## src/hdl/bspline_de_boor_eval_unit_defines.svh

```systemverilog
// assertion macros for the b-spline evaluator
// used by the top level only; needs nothing else
`ifndef BSPLINE_DE_BOOR_EVAL_UNIT_DEFINES_SVH
`define BSPLINE_DE_BOOR_EVAL_UNIT_DEFINES_SVH

// same-cycle implication, quiet during reset
`define BDB_ASSERT_IMP(label, clk, rst, ante, cons, msg) \
   label: assert property (@(posedge clk) disable iff (rst) (ante) |-> (cons)) \
      else $error(msg);

// next-cycle implication, quiet during reset
`define BDB_ASSERT_NXT(label, clk, rst, ante, cons, msg) \
   label: assert property (@(posedge clk) disable iff (rst) (ante) |=> (cons)) \
      else $error(msg);

`endif

```

## src/hdl/bdb_pkg.sv

```systemverilog
// shared constants, codes and controller/datapath link types
// no dependencies
`default_nettype none

package bdb_pkg;

   // sizes
   localparam int MAX_KNOTS  = 64;
   localparam int MAX_ORDER  = 6;
   localparam int DATA_W     = 32;
   localparam int TIDX_W     = $clog2(MAX_KNOTS);
   localparam int ORD_W      = $clog2(MAX_ORDER);
   localparam int DEG_W      = 3;
   localparam int CNT_W      = 7;
   localparam int CSR_IDX_W  = 2;
   localparam int CSR_DATA_W = 8;

   // arithmetic widths
   localparam int ALPHA_FRAC = 30;
   localparam int Q_W        = ALPHA_FRAC + 1;
   localparam int DIV_STEPS  = Q_W;
   localparam int MAG_W      = DATA_W + 1;
   localparam int REM_W      = DATA_W + 2;
   localparam int AM_W       = DATA_W;
   localparam int SPLIT      = 16;
   localparam int PLO_W      = SPLIT + AM_W;
   localparam int ACC_W      = MAG_W + AM_W;
   localparam int SUM_W      = DATA_W + 5;
   localparam int STEP_W     = $clog2(DIV_STEPS);

   typedef logic [1:0] req_kind_type;
   typedef logic [1:0] status_type;
   typedef logic [3:0] dp_op_type;

   // item kinds
   localparam req_kind_type REQ_KNOT = 2'd0;
   localparam req_kind_type REQ_COEF = 2'd1;
   localparam req_kind_type REQ_EVAL = 2'd2;

   // result status
   localparam status_type ST_OK        = 2'd0;
   localparam status_type ST_DISABLED  = 2'd1;
   localparam status_type ST_BAD_CFG   = 2'd2;
   localparam status_type ST_ZERO_SPAN = 2'd3;

   // configuration register indexes
   localparam logic [CSR_IDX_W-1:0] CSR_ENABLE = 2'd0;
   localparam logic [CSR_IDX_W-1:0] CSR_DEGREE = 2'd1;
   localparam logic [CSR_IDX_W-1:0] CSR_COUNT  = 2'd2;

   // datapath operations
   localparam dp_op_type OP_NONE   = 4'd0;
   localparam dp_op_type OP_LAT_LO = 4'd1;
   localparam dp_op_type OP_CLAMP  = 4'd2;
   localparam dp_op_type OP_LAT_TA = 4'd3;
   localparam dp_op_type OP_LAT_TB = 4'd4;
   localparam dp_op_type OP_DIFF   = 4'd5;
   localparam dp_op_type OP_MAGS   = 4'd6;
   localparam dp_op_type OP_DIV    = 4'd7;
   localparam dp_op_type OP_MULA   = 4'd8;
   localparam dp_op_type OP_MULB   = 4'd9;
   localparam dp_op_type OP_SUM    = 4'd10;
   localparam dp_op_type OP_FIN    = 4'd11;

   // controller to datapath
   typedef struct packed {
      logic              capture;
      status_type        start_status;
      logic              knot_we;
      logic              coef_we;
      logic [TIDX_W-1:0] knot_raddr;
      logic [TIDX_W-1:0] coef_raddr;
      logic [ORD_W-1:0]  d_raddr;
      logic              d_we;
      logic [ORD_W-1:0]  d_waddr;
      logic              d_blend;
      dp_op_type         op;
      logic              emit;
   } bdb_cmd_type;

   // datapath to controller
   typedef struct packed {
      logic knot_lt_x;
      logic out_free;
   } bdb_stat_type;

endpackage

`default_nettype wire

```

## src/hdl/bdb_controller.sv

```systemverilog
// controller: sequences clamp, interval search, load and blend passes
// depends on bdb_pkg
`default_nettype none

module bdb_controller import bdb_pkg::*; (
   input  wire logic             clock,
   input  wire logic             reset,
   input  wire logic             req_valid,
   output      logic             req_ready,
   input  wire req_kind_type     req_kind,
   input  wire logic             cfg_enable,
   input  wire logic [DEG_W-1:0] cfg_degree,
   input  wire logic [CNT_W-1:0] cfg_count,
   input  wire bdb_stat_type     stat,
   output      bdb_cmd_type      cmd
);

   localparam logic [4:0] S_IDLE  = 5'd0;
   localparam logic [4:0] S_LO    = 5'd1;
   localparam logic [4:0] S_HI    = 5'd2;
   localparam logic [4:0] S_CLAMP = 5'd3;
   localparam logic [4:0] S_SRD   = 5'd4;
   localparam logic [4:0] S_SCMP  = 5'd5;
   localparam logic [4:0] S_LRD   = 5'd6;
   localparam logic [4:0] S_LWR   = 5'd7;
   localparam logic [4:0] S_TA    = 5'd8;
   localparam logic [4:0] S_TB    = 5'd9;
   localparam logic [4:0] S_LAT   = 5'd10;
   localparam logic [4:0] S_DIFF  = 5'd11;
   localparam logic [4:0] S_MAGS  = 5'd12;
   localparam logic [4:0] S_DIV   = 5'd13;
   localparam logic [4:0] S_MULA  = 5'd14;
   localparam logic [4:0] S_MULB  = 5'd15;
   localparam logic [4:0] S_SUM   = 5'd16;
   localparam logic [4:0] S_FRD   = 5'd17;
   localparam logic [4:0] S_FLAT  = 5'd18;
   localparam logic [4:0] S_EMIT  = 5'd19;

   logic [4:0]        state_ff, state_in;
   logic [TIDX_W-1:0] i_ff, i_in;
   logic [ORD_W-1:0]  j_ff, j_in;
   logic [ORD_W-1:0]  r_ff, r_in;
   logic [STEP_W-1:0] step_ff, step_in;

   logic [CNT_W-1:0] k_w, i_w, j_w, r_w;
   logic [CNT_W-1:0] search_end;
   logic             cfg_bad;
   logic             accept;
   status_type       start_status;

   // widened loop indexes for address arithmetic
   always_comb begin
      k_w        = CNT_W'(cfg_degree);
      i_w        = CNT_W'(i_ff);
      j_w        = CNT_W'(j_ff);
      r_w        = CNT_W'(r_ff);
      search_end = cfg_count - k_w - CNT_W'(2);
      cfg_bad    = cfg_degree == '0 || CNT_W'(cfg_degree) >= CNT_W'(MAX_ORDER)
                   || cfg_count < (k_w << 1) + CNT_W'(2)
                   || cfg_count > CNT_W'(MAX_KNOTS);
      accept     = req_valid && req_ready;
      if (req_kind != REQ_EVAL) begin
         start_status = ST_OK;
      end else if (!cfg_enable) begin
         start_status = ST_DISABLED;
      end else if (cfg_bad) begin
         start_status = ST_BAD_CFG;
      end else begin
         start_status = ST_OK;
      end
   end

   // next state and commands
   always_comb begin
      state_in = state_ff;
      i_in     = i_ff;
      j_in     = j_ff;
      r_in     = r_ff;
      step_in  = step_ff;
      cmd      = '0;
      cmd.op   = OP_NONE;
      cmd.start_status = start_status;
      req_ready = state_ff == S_IDLE;
      case (state_ff)
         S_IDLE: begin
            if (accept) begin
               cmd.capture = 1'b1;
               cmd.knot_we = req_kind == REQ_KNOT;
               cmd.coef_we = req_kind == REQ_COEF;
               if (req_kind == REQ_EVAL && cfg_enable && !cfg_bad) begin
                  state_in = S_LO;
               end else begin
                  state_in = S_EMIT;
               end
            end
         end
         S_LO: begin
            cmd.knot_raddr = TIDX_W'(k_w);
            state_in = S_HI;
         end
         S_HI: begin
            cmd.knot_raddr = TIDX_W'(cfg_count - k_w - CNT_W'(1));
            cmd.op = OP_LAT_LO;
            state_in = S_CLAMP;
         end
         S_CLAMP: begin
            cmd.op = OP_CLAMP;
            i_in = TIDX_W'(k_w);
            state_in = S_SRD;
         end
         S_SRD: begin
            cmd.knot_raddr = TIDX_W'(i_w + CNT_W'(1));
            if (i_w < search_end) begin
               state_in = S_SCMP;
            end else begin
               j_in = '0;
               state_in = S_LRD;
            end
         end
         S_SCMP: begin
            if (stat.knot_lt_x) begin
               i_in = i_ff + TIDX_W'(1);
               state_in = S_SRD;
            end else begin
               j_in = '0;
               state_in = S_LRD;
            end
         end
         S_LRD: begin
            cmd.coef_raddr = TIDX_W'(j_w + i_w - k_w);
            state_in = S_LWR;
         end
         S_LWR: begin
            cmd.d_we = 1'b1;
            cmd.d_waddr = j_ff;
            if (j_w == k_w) begin
               r_in = ORD_W'(1);
               j_in = ORD_W'(cfg_degree);
               state_in = S_TA;
            end else begin
               j_in = j_ff + ORD_W'(1);
               state_in = S_LRD;
            end
         end
         S_TA: begin
            cmd.knot_raddr = TIDX_W'(j_w + i_w - k_w);
            cmd.d_raddr = j_ff;
            state_in = S_TB;
         end
         S_TB: begin
            cmd.knot_raddr = TIDX_W'(j_w + CNT_W'(1) + i_w - r_w);
            cmd.d_raddr = j_ff - ORD_W'(1);
            cmd.op = OP_LAT_TA;
            state_in = S_LAT;
         end
         S_LAT: begin
            cmd.op = OP_LAT_TB;
            state_in = S_DIFF;
         end
         S_DIFF: begin
            cmd.op = OP_DIFF;
            state_in = S_MAGS;
         end
         S_MAGS: begin
            cmd.op = OP_MAGS;
            step_in = '0;
            state_in = S_DIV;
         end
         S_DIV: begin
            cmd.op = OP_DIV;
            step_in = step_ff + STEP_W'(1);
            if (step_ff == STEP_W'(DIV_STEPS - 1)) begin
               state_in = S_MULA;
            end
         end
         S_MULA: begin
            cmd.op = OP_MULA;
            state_in = S_MULB;
         end
         S_MULB: begin
            cmd.op = OP_MULB;
            state_in = S_SUM;
         end
         S_SUM: begin
            cmd.op = OP_SUM;
            cmd.d_we = 1'b1;
            cmd.d_waddr = j_ff;
            cmd.d_blend = 1'b1;
            // last j of this pass
            if (j_ff == r_ff) begin
               if (r_w == k_w) begin
                  state_in = S_FRD;
               end else begin
                  r_in = r_ff + ORD_W'(1);
                  j_in = ORD_W'(cfg_degree);
                  state_in = S_TA;
               end
            end else begin
               j_in = j_ff - ORD_W'(1);
               state_in = S_TA;
            end
         end
         S_FRD: begin
            cmd.d_raddr = ORD_W'(cfg_degree);
            state_in = S_FLAT;
         end
         S_FLAT: begin
            cmd.op = OP_FIN;
            state_in = S_EMIT;
         end
         S_EMIT: begin
            if (stat.out_free) begin
               cmd.emit = 1'b1;
               state_in = S_IDLE;
            end
         end
         default: begin
            state_in = S_IDLE;
         end
      endcase
   end

   // state and loop counters
   always_ff @(posedge clock) begin
      if (reset) begin
         state_ff <= S_IDLE;
         i_ff     <= '0;
         j_ff     <= '0;
         r_ff     <= '0;
         step_ff  <= '0;
      end else begin
         state_ff <= state_in;
         i_ff     <= i_in;
         j_ff     <= j_in;
         r_ff     <= r_in;
         step_ff  <= step_in;
      end
   end

endmodule

`default_nettype wire

```

## config.mk

```make
export PLATFORM = sky130hd
export DESIGN_NAME = bdb_controller
export DESIGN_NICKNAME = d
export VERILOG_FILES = /design/src/hdl/bspline_de_boor_eval_unit_defines.svh /design/src/hdl/bdb_pkg.sv /design/src/hdl/bdb_controller.sv
export SDC_FILE = /design/constraint.sdc
export NUM_CORES = 1
export LEC_CHECK = 0
export BUFFER_PORTS_ARGS = -buffer_cell sky130_fd_sc_hd__buf_4
export CAP_MARGIN = 20
export CORE_MARGIN = 1.5
export CORE_UTILIZATION = 53
export DETAILED_ROUTE_END_ITERATION = 10
export PLACE_DENSITY = 0.85
export SLEW_MARGIN = 20
export SYNTH_ARGS = -nofsm -noshare
export SYNTH_HDL_FRONTEND = slang
export SYNTH_SLANG_ARGS = --single-unit
```

## constraint.sdc

```tcl
create_clock -name clock -period 3.29 [get_ports clock]
set_input_delay 0.329 -clock clock [delete_from_list [all_inputs] [get_ports clock]]
set_output_delay 0.329 -clock clock [all_outputs]
set_load 0.05 [all_outputs]
```

Yosys cells after proc, flatten, opt, wreduce, memory -nomap -nowiden
Cells that the tools add are included.
- output and inout bits: 31
- word-level logic and storage cells: 117
- register bits: 22
- input port bits: 18
- multiplexer cells: 38
- order comparisons: 4
- add/subtract/negate cells: 15
- reductions and logical operators: 19
- eq/ne operators: 36
- operators by type and width (kind ; number):
    one-hot mux 5 bit (20 select lines) ; 1
    one-hot mux 4 bit (11 select lines) ; 1
    equality test 5 x 4 -> 1 bit (second input constant) ; 8
    two-way mux 5 bit ; 6
    one-hot mux 6 bit (5 select lines) ; 1
    equality test 5 bit (second input constant) ; 5
    two-way mux 3 bit ; 8
    equality test 5 x 3 -> 1 bit (second input constant) ; 4
    != test 2 bit (second input constant) ; 9
    two-way mux 2 bit ; 7
    adder 6 x 1 -> 6 bit (second input constant) ; 2
    two-way mux 6 bit ; 2
    one-hot mux 3 bit (4 select lines) ; 1
    one-hot mux 6 bit (2 select lines) ; 1
    subtractor 6 x 3 -> 6 bit ; 2
    equality test 5 x 2 -> 1 bit (second input constant) ; 2
    one-hot mux 5 bit (2 select lines) ; 1
    equality test 3 bit ; 3
    one-hot mux 3 bit (3 select lines) ; 1
    two-way mux 4 bit ; 2
    AND reduction 4 bit ; 2
    greater-than comparator 7 bit (second input constant) ; 1
    < comparator 6 x 7 -> 1 bit ; 1
    < comparator 7 x 5 -> 1 bit ; 1
    other kinds (29) ; 40

Logic depth before layout (Yosys ltp)
Gate-level depths: netlist of the first run.
- word-level depth: 9
- depth in mapped cells: 15
- depth with buffers taken out: 15

Least setup slack after synthesis of the first run
OpenSTA, ideal clock, no wires.
- path kind: input port to output port
- start point: input port cfg_degree[1]
- end point: output port cmd[28] (netlist name)
- setup slack: -0.278 ns
- cell stages on the path: 10
- data required time: 2.961 ns
- path buffers: 1
- data arrival time: 3.239 ns
- cell sequence: clkbuf_1 inv_1 ha_1 inv_1 ha_1 o21ai_0 a21oi_1 nor4_1 a211oi_1 nor4bb_1
- RTL lines (what ; RTL line ; source):
    start: declaration ; bdb_controller.sv:12 ; input wire logic [DEG_W-1:0] cfg_degree,
    end: declaration ; bdb_controller.sv:15 ; output bdb_cmd_type cmd

==> results.py, run 1 <==
metrics = {
    "run_status": {
        "outcome": "finished, final reports clean",
    },
    "route": {
        "drc_errors": 0,
        "drt-pass1-iter-count": 5,
        "num_vias": 3403,
        "viasPerCell": 6.20,
        "postRouteWirelength_um": 9150,
        "ant_nets": 0,
        "wl_per_cell_um": 16.7,
        "drt-initial-drc-count": 204,
    },
    "setup_path": {
        "crit_slowest_cell": "fa_1",
        "crit_path_start_kind": "flip-flop",
        "cpPeakStageDelay_ps": 510,
        "crit_arrival_ps": 2870,
        "crit_path_end_kind": "output pin",
        "cp_max_fo": 4,
        "path_cells": "inv_2 -> fa_1 -> inv_1 -> fa_2 -> a21o_1 -> a21oi_2 -> xor2_1 -> nor2_1 -> a211oi_1 -> o21ai_1 -> buf_6",
        "cp_top_family": "adder cells",
        "path_class": "reg2out",
        "crit_required_ps": 2960,
        "cp_num_buf_inv": 3,
    },
    "floorplanning": {
        "start_util_pct": 56.2,
        "die_height_um": 80.1,
        "chipWidth_um": 80.1,
        "core_area_um2": 5610,
        "dieArea_um2": 6420,
        "io-pin-count": 49,
        "floorplan.rows": 27,
    },
    "layout": {
        "final-instance-count-excl-fill": 549,
        "drive_gt1_share_pct": 23.1,
        "fillers": 464,
        "n_antenna_cell": 0,
        "utilization_pct": 68.3,
        "layout_commonest_cell": "buf_4",
        "fin_nets": 539,
        "area_delta_synth_final_pct": 21.6,
        "final_cell_mix": "buf_4 (69), nor2_1 (46), inv_1 (38), ha_1 (35), nand2_1 (25)",
    },
    "sta": {
        "hold_viol": 0,
        "drv_slew": 0,
        "finalHoldWorstSlack_ps": 378,
        "fin_skew_ps": 3.99,
        "tightest_slew_ps": 621,
        "rsz0062_at_grt": "false",
        "period_share_pct": 97.1,
        "max_freq_mhz": 313,
        "finalCriticalPeriod_ps": 3190,
        "setup_violations": 0,
        "slew_headroom_pct": 58.3,
    },
    "logic_synthesis": {
        "syn_area_per_cell_um2": 7.50,
        "synth_ff_type": "dfxtp_1",
        "yosys.area.top_type_share_pct": 14.3,
        "syn_inst": 420,
        "ys_ff_latch": 22,
        "yosys.area.top_type": "ha_1",
        "yosysSeqAreaShare_pct": 14.0,
        "synth_cell_types": 63,
        "yosys_warnings": 0,
        "syn-num-nets": 481,
        "synth_area_um2": 3150,
        "synth_edf_count": 0,
        "synth.area.top_cells": "ha_1 (14%), dfxtp_1 (14%), nor2_1 (5.6%)",
        "async_flop_share_pct": 0,
    },
    "clock_tree": {
        "cts.sinks": 22,
        "numCtsBuffers": 3,
        "cts_buffer_depth": 2,
        "clk_pin_slew_ps": 90,
        "clkLatencyLatePin_ps": 270,
        "cts_tree": "done",
        "ctsHtreeMaxLevel": 1,
        "cts-root-buf": "clkbuf_8",
    },
    "global_routing": {
        "grt_max_degree": 22,
        "gr-total-overflow": 0,
        "antenna_found_initial": 0,
        "track_usage_pct": 29.0,
        "first_global_vias": 3157,
        "grt_pass1_wl_um": 14700,
    },
    "pwr": {
        "power.density_nw_per_um2": 584,
        "leakage_uw": 0.00170,
        "peakVddDrop_mv": 0.640,
    },
    "hold_path": {
        "holdCritPathClass": "in2reg",
    },
    "placement": {
        "hpwl_um": 6870,
        "finalWeightedCongestion": 0.988,
        "dpl.cell_count": 541,
        "io_buffers": 48,
    },
    "job": {
        "cap_violations": 0,
    },
}
where the power goes:
group          internal [uW]  total, uW  switching [uW]
Clock                    163        265             103
Combinational            556       1580            1030
Sequential               302        388            85.7
worst reg2reg max path, delay by kind of cell, from the launching register on:
family	cells	cell delay [ps]
flops	1	730
compound gates	3	420
simple gates	4	1080
metrics by stage:
stage	total power (uW)	instance area, um2	setup TNS, ps	setup slack, ps
final	2240	3830	0	95.4
after global routing	2370	3830	0	3.04
after CTS	2180	3780	0	1.39
after detailed placement	1900	3670	-217	-92.5
after global placement	1870	3670	0	53.0
after floorplan	1540	3170	0	25.0
state kept, by name, summed over array words and instances (netlist names):
| name | flops |
|---|---|
| i_ff | 6 |
| state_ff | 5 |
| step_ff | 5 |
| j_ff | 3 |
| r_ff | 3 |
synthesized netlist by cell type, types with 3 or more instances:
library cell  instances
a21oi_1              27
o21ai_0              22
xor2_1               17
nor2_1               47
a22oi_1               5
nand3_1              15
and4_1                3
nor2b_1               6
a311oi_1              3
and2_1                4
dfxtp_1              22
fa_1                  7
inv_1                41
clkbuf_1             11
o22ai_1               4
nand2_1              25
nor4_1                4
xnor2_1              20
nor3_1               13
a211oi_2              4
nand2b_1              8
ha_1                 36
a221oi_1              3
nand3b_1              5
nor3b_1               3
o21a_1                3
o2bb2ai_1             3
o221ai_1              4
a21o_1                6
a211oi_1              8
path summary, 6_finish.rpt:
kind / slack, ps / cells after the start / end / start
worst max register to register: 1000 / 7 / j_ff[2] / state_ff[0]
worst min register to register: 540 / 2 / i_ff[0] / i_ff[0]
worst max-delay path: 100 / 11 / cmd[23] / i_ff[1]
worst min-delay path: 380 / 3 / i_ff[3] / stat[1]
timing repair:
action                                  in CTS  in global routing
setup buffers                                2                  2
gates resized for setup                      9                 14
hold buffers                                 0                  0
endpoints found under the setup margin       3                  6
pin swaps                                    3                 10
layer usage:
metal / part of all wire [%] / vias up / GRT usage [%] / wire (um)
li1: - / 1613 / - / -
met1: 42 / 1597 / 37.4 / 3870
met2: 48 / 170 / 50.6 / 4420
met3: 7.5 / 23 / 4.32 / 682
met4: 1.9 / 0 / 6.90 / 176
met5: 0 / - / 0 / 0
cells by family (layout without fill, tap and decap cells):
logic type                 after synthesis  count (layout)  share of synthesized area [%]
AOI/OAI and AO/OA                      111             111                           24.5
buffers and inverters                   59             116                           7.74
and+or+nand+nor                        148             148                           24.8
xor gates and xnor gates                37              37                           10.3
adders and majority gates               43              43                           18.7
DFF                                     22              22                           14.0
layout make-up:
class | count | area (um2) | area share [%]
multi-input cells | 339 | 2530 | 66.0
repair buffers | 70 | 529 | 13.8
flip-flops and latches | 22 | 450 | 11.8
clock inverters | 1 | 30.0 | 0.784
clock buffers | 3 | 41.3 | 1.08
inverters | 42 | 163 | 4.25
well taps | 72 | 90.1 | 2.35
No activity file was read; power rests on OpenSTA's default activity.
==> run 2: changes to the inputs <==
CORE_MARGIN = 2   (was 1.5)
SKIP_LAST_GASP = 1   (was not set)
==> run 2 against run 1 <==
  * Register-to-register slack improved by 70 ps
  * Global-route usage decreased by 2.8 points
  * Die area increased by 2.5%
  * Clock skew about the same
  * Flip-flop and latch count unchanged
  * First-iteration DRC count increased by 22%
  * Critical path type unchanged
  * Largest cell class unchanged
  * Largest power group unchanged
  * Highest routed layer unchanged
==> results.py, run 2 (synthesis gave the netlist of run 1 again) <==
metrics = {
    "placement": {
        "io_buffers": 48,
        "hpwl_um": 6810,
        "dpl.cell_count": 543,
        "finalWeightedCongestion": 0.900,
    },
    "setup_path": {
        "path_cells": "inv_4 -> fa_1 -> inv_2 -> ha_4 -> nor2_4 -> fa_2 -> inv_1 -> a21o_1 -> a21oi_2 -> xor2_1 -> nor2_1 -> a211oi_1 -> o21ai_1 -> buf_6",
        "crit_path_start_kind": "flip-flop",
        "cpPeakStageDelay_ps": 580,
        "crit_slowest_cell": "fa_1",
        "crit_path_end_kind": "output pin",
        "crit_arrival_ps": 2870,
        "path_class": "reg2out",
        "cp_num_buf_inv": 4,
        "cp_max_fo": 4,
        "cp_top_family": "adder cells",
        "crit_required_ps": 2960,
    },
    "sta": {
        "setup_violations": 0,
        "fin_skew_ps": 4.25,
        "finalCriticalPeriod_ps": 3200,
        "period_share_pct": 97.2,
        "drv_slew": 0,
        "slew_headroom_pct": 53.5,
        "tightest_slew_ps": 692,
        "finalHoldWorstSlack_ps": 378,
        "max_freq_mhz": 313,
        "rsz0062_at_grt": "true",
        "hold_viol": 0,
    },
    "route": {
        "drt-pass1-iter-count": 5,
        "viasPerCell": 6.02,
        "num_vias": 3319,
        "ant_nets": 0,
        "wl_per_cell_um": 15.8,
        "drc_errors": 0,
        "postRouteWirelength_um": 8680,
        "drt-initial-drc-count": 248,
    },
    "clock_tree": {
        "cts_tree": "done",
        "numCtsBuffers": 3,
        "ctsHtreeMaxLevel": 1,
        "cts-root-buf": "clkbuf_8",
        "clk_pin_slew_ps": 90,
        "cts_buffer_depth": 2,
        "clkLatencyLatePin_ps": 270,
        "cts.sinks": 22,
    },
    "floorplanning": {
        "dieArea_um2": 6580,
        "chipWidth_um": 81.1,
        "io-pin-count": 49,
        "die_height_um": 81.1,
        "start_util_pct": 54.2,
        "floorplan.rows": 28,
        "core_area_um2": 5820,
    },
    "layout": {
        "top_regs": "i_ff: 6 flops, state_ff: 5 flops, step_ff: 5 flops",
        "top_register": "i_ff",
        "drive_gt1_share_pct": 22.1,
        "final-instance-count-excl-fill": 551,
        "fin_nets": 538,
        "layout_commonest_cell": "buf_4",
        "final_cell_mix": "buf_4 (68), nor2_1 (46), inv_1 (37), ha_1 (35), nand2_1 (25)",
        "area_delta_synth_final_pct": 21.2,
        "largest_reg_flops": 6,
        "n_antenna_cell": 0,
    },
    "global_routing": {
        "track_usage_pct": 26.2,
        "gr-total-overflow": 0,
        "antenna_found_initial": 0,
        "grt_pass1_wl_um": 13700,
        "grt_max_degree": 26,
        "first_global_vias": 2986,
    },
    "hold_path": {
        "holdCritPathClass": "in2reg",
    },
    "pwr": {
        "peakVddDrop_mv": 0.486,
        "power.density_nw_per_um2": 579,
        "leakage_uw": 0.00169,
    },
    "job": {
        "cap_violations": 0,
    },
    "run_status": {
        "outcome": "finished, final reports clean",
    },
}
[run 2: cell count changes in the layout (fill, tap and decap cells not counted), sizes merged]
cell and change:
buf -1
[run 2: worst paths after layout]
check | slack (ps) | cells past startpoint | endpoint | startpoint
worst min register to register | 530 | 1 | step_ff[3] | step_ff[3]
worst max-delay path | 90 | 14 | cmd[23] | j_ff[0]
worst min-delay path | 380 | 3 | i_ff[3] | stat[1]
worst max register to register | 1070 | 6 | j_ff[2] | state_ff[4]
[run 2: repair_timing]
item,in CTS,in global routing
hold buffers,0,0
resized for setup,9,11
buffers inserted,0,4
pin swaps,0,8
setup endpoints to repair,3,3
[run 2: per-stage QoR]
stage | total power [uW] | worst slack [ps] | utilization (%) | area (um2) | setup TNS (ps)
after floorplan | 1540 | 25.0 | - | 3170 | 0
after global placement | 1860 | 15.0 | 63.1 | 3670 | 0
after detailed placement | 1900 | -107 | 63.1 | 3670 | -363
after CTS | 2170 | 9.92 | 64.7 | 3760 | 0
after global routing | 2360 | -50.8 | 65.7 | 3820 | -95.4
final | 2210 | 91.1 | 65.7 | 3820 | 0
[run 2: layer usage]
metal,up-vias,track usage (%),routed length (um)
met5,-,0,0
met4,0,6.27,193
met3,25,4.00,692
met2,165,45.7,4260
met1,1518,34.0,3540
li1,1611,-,-
[run 2: worst register-to-register path: cells and delay by family, from the launching register on]
| kind | cells | cell delay [ps] |
|---|---|---|
| AOI/OAI and AO/OA | 3 | 660 |
| and+or+nand+nor | 3 | 800 |
| DFF | 1 | 650 |
[run 2: cell type report]
type	instances	area (um2)
clock buffers	3	41.3
clock inverters	1	30.0
fillers	489	2000
inverters	42	165
multi-input cells	339	2520
flip-flops and latches	22	448
well taps	75	93.8
repair buffers	69	522
[run 2: power breakdown]
part / internal, uW / switching [uW] / total [uW]
logic: 550 / 1010 / 1560
registers: 301 / 86.2 / 388
clock network: 163 / 97.2 / 260
total: 1010 / 1200 / 2210
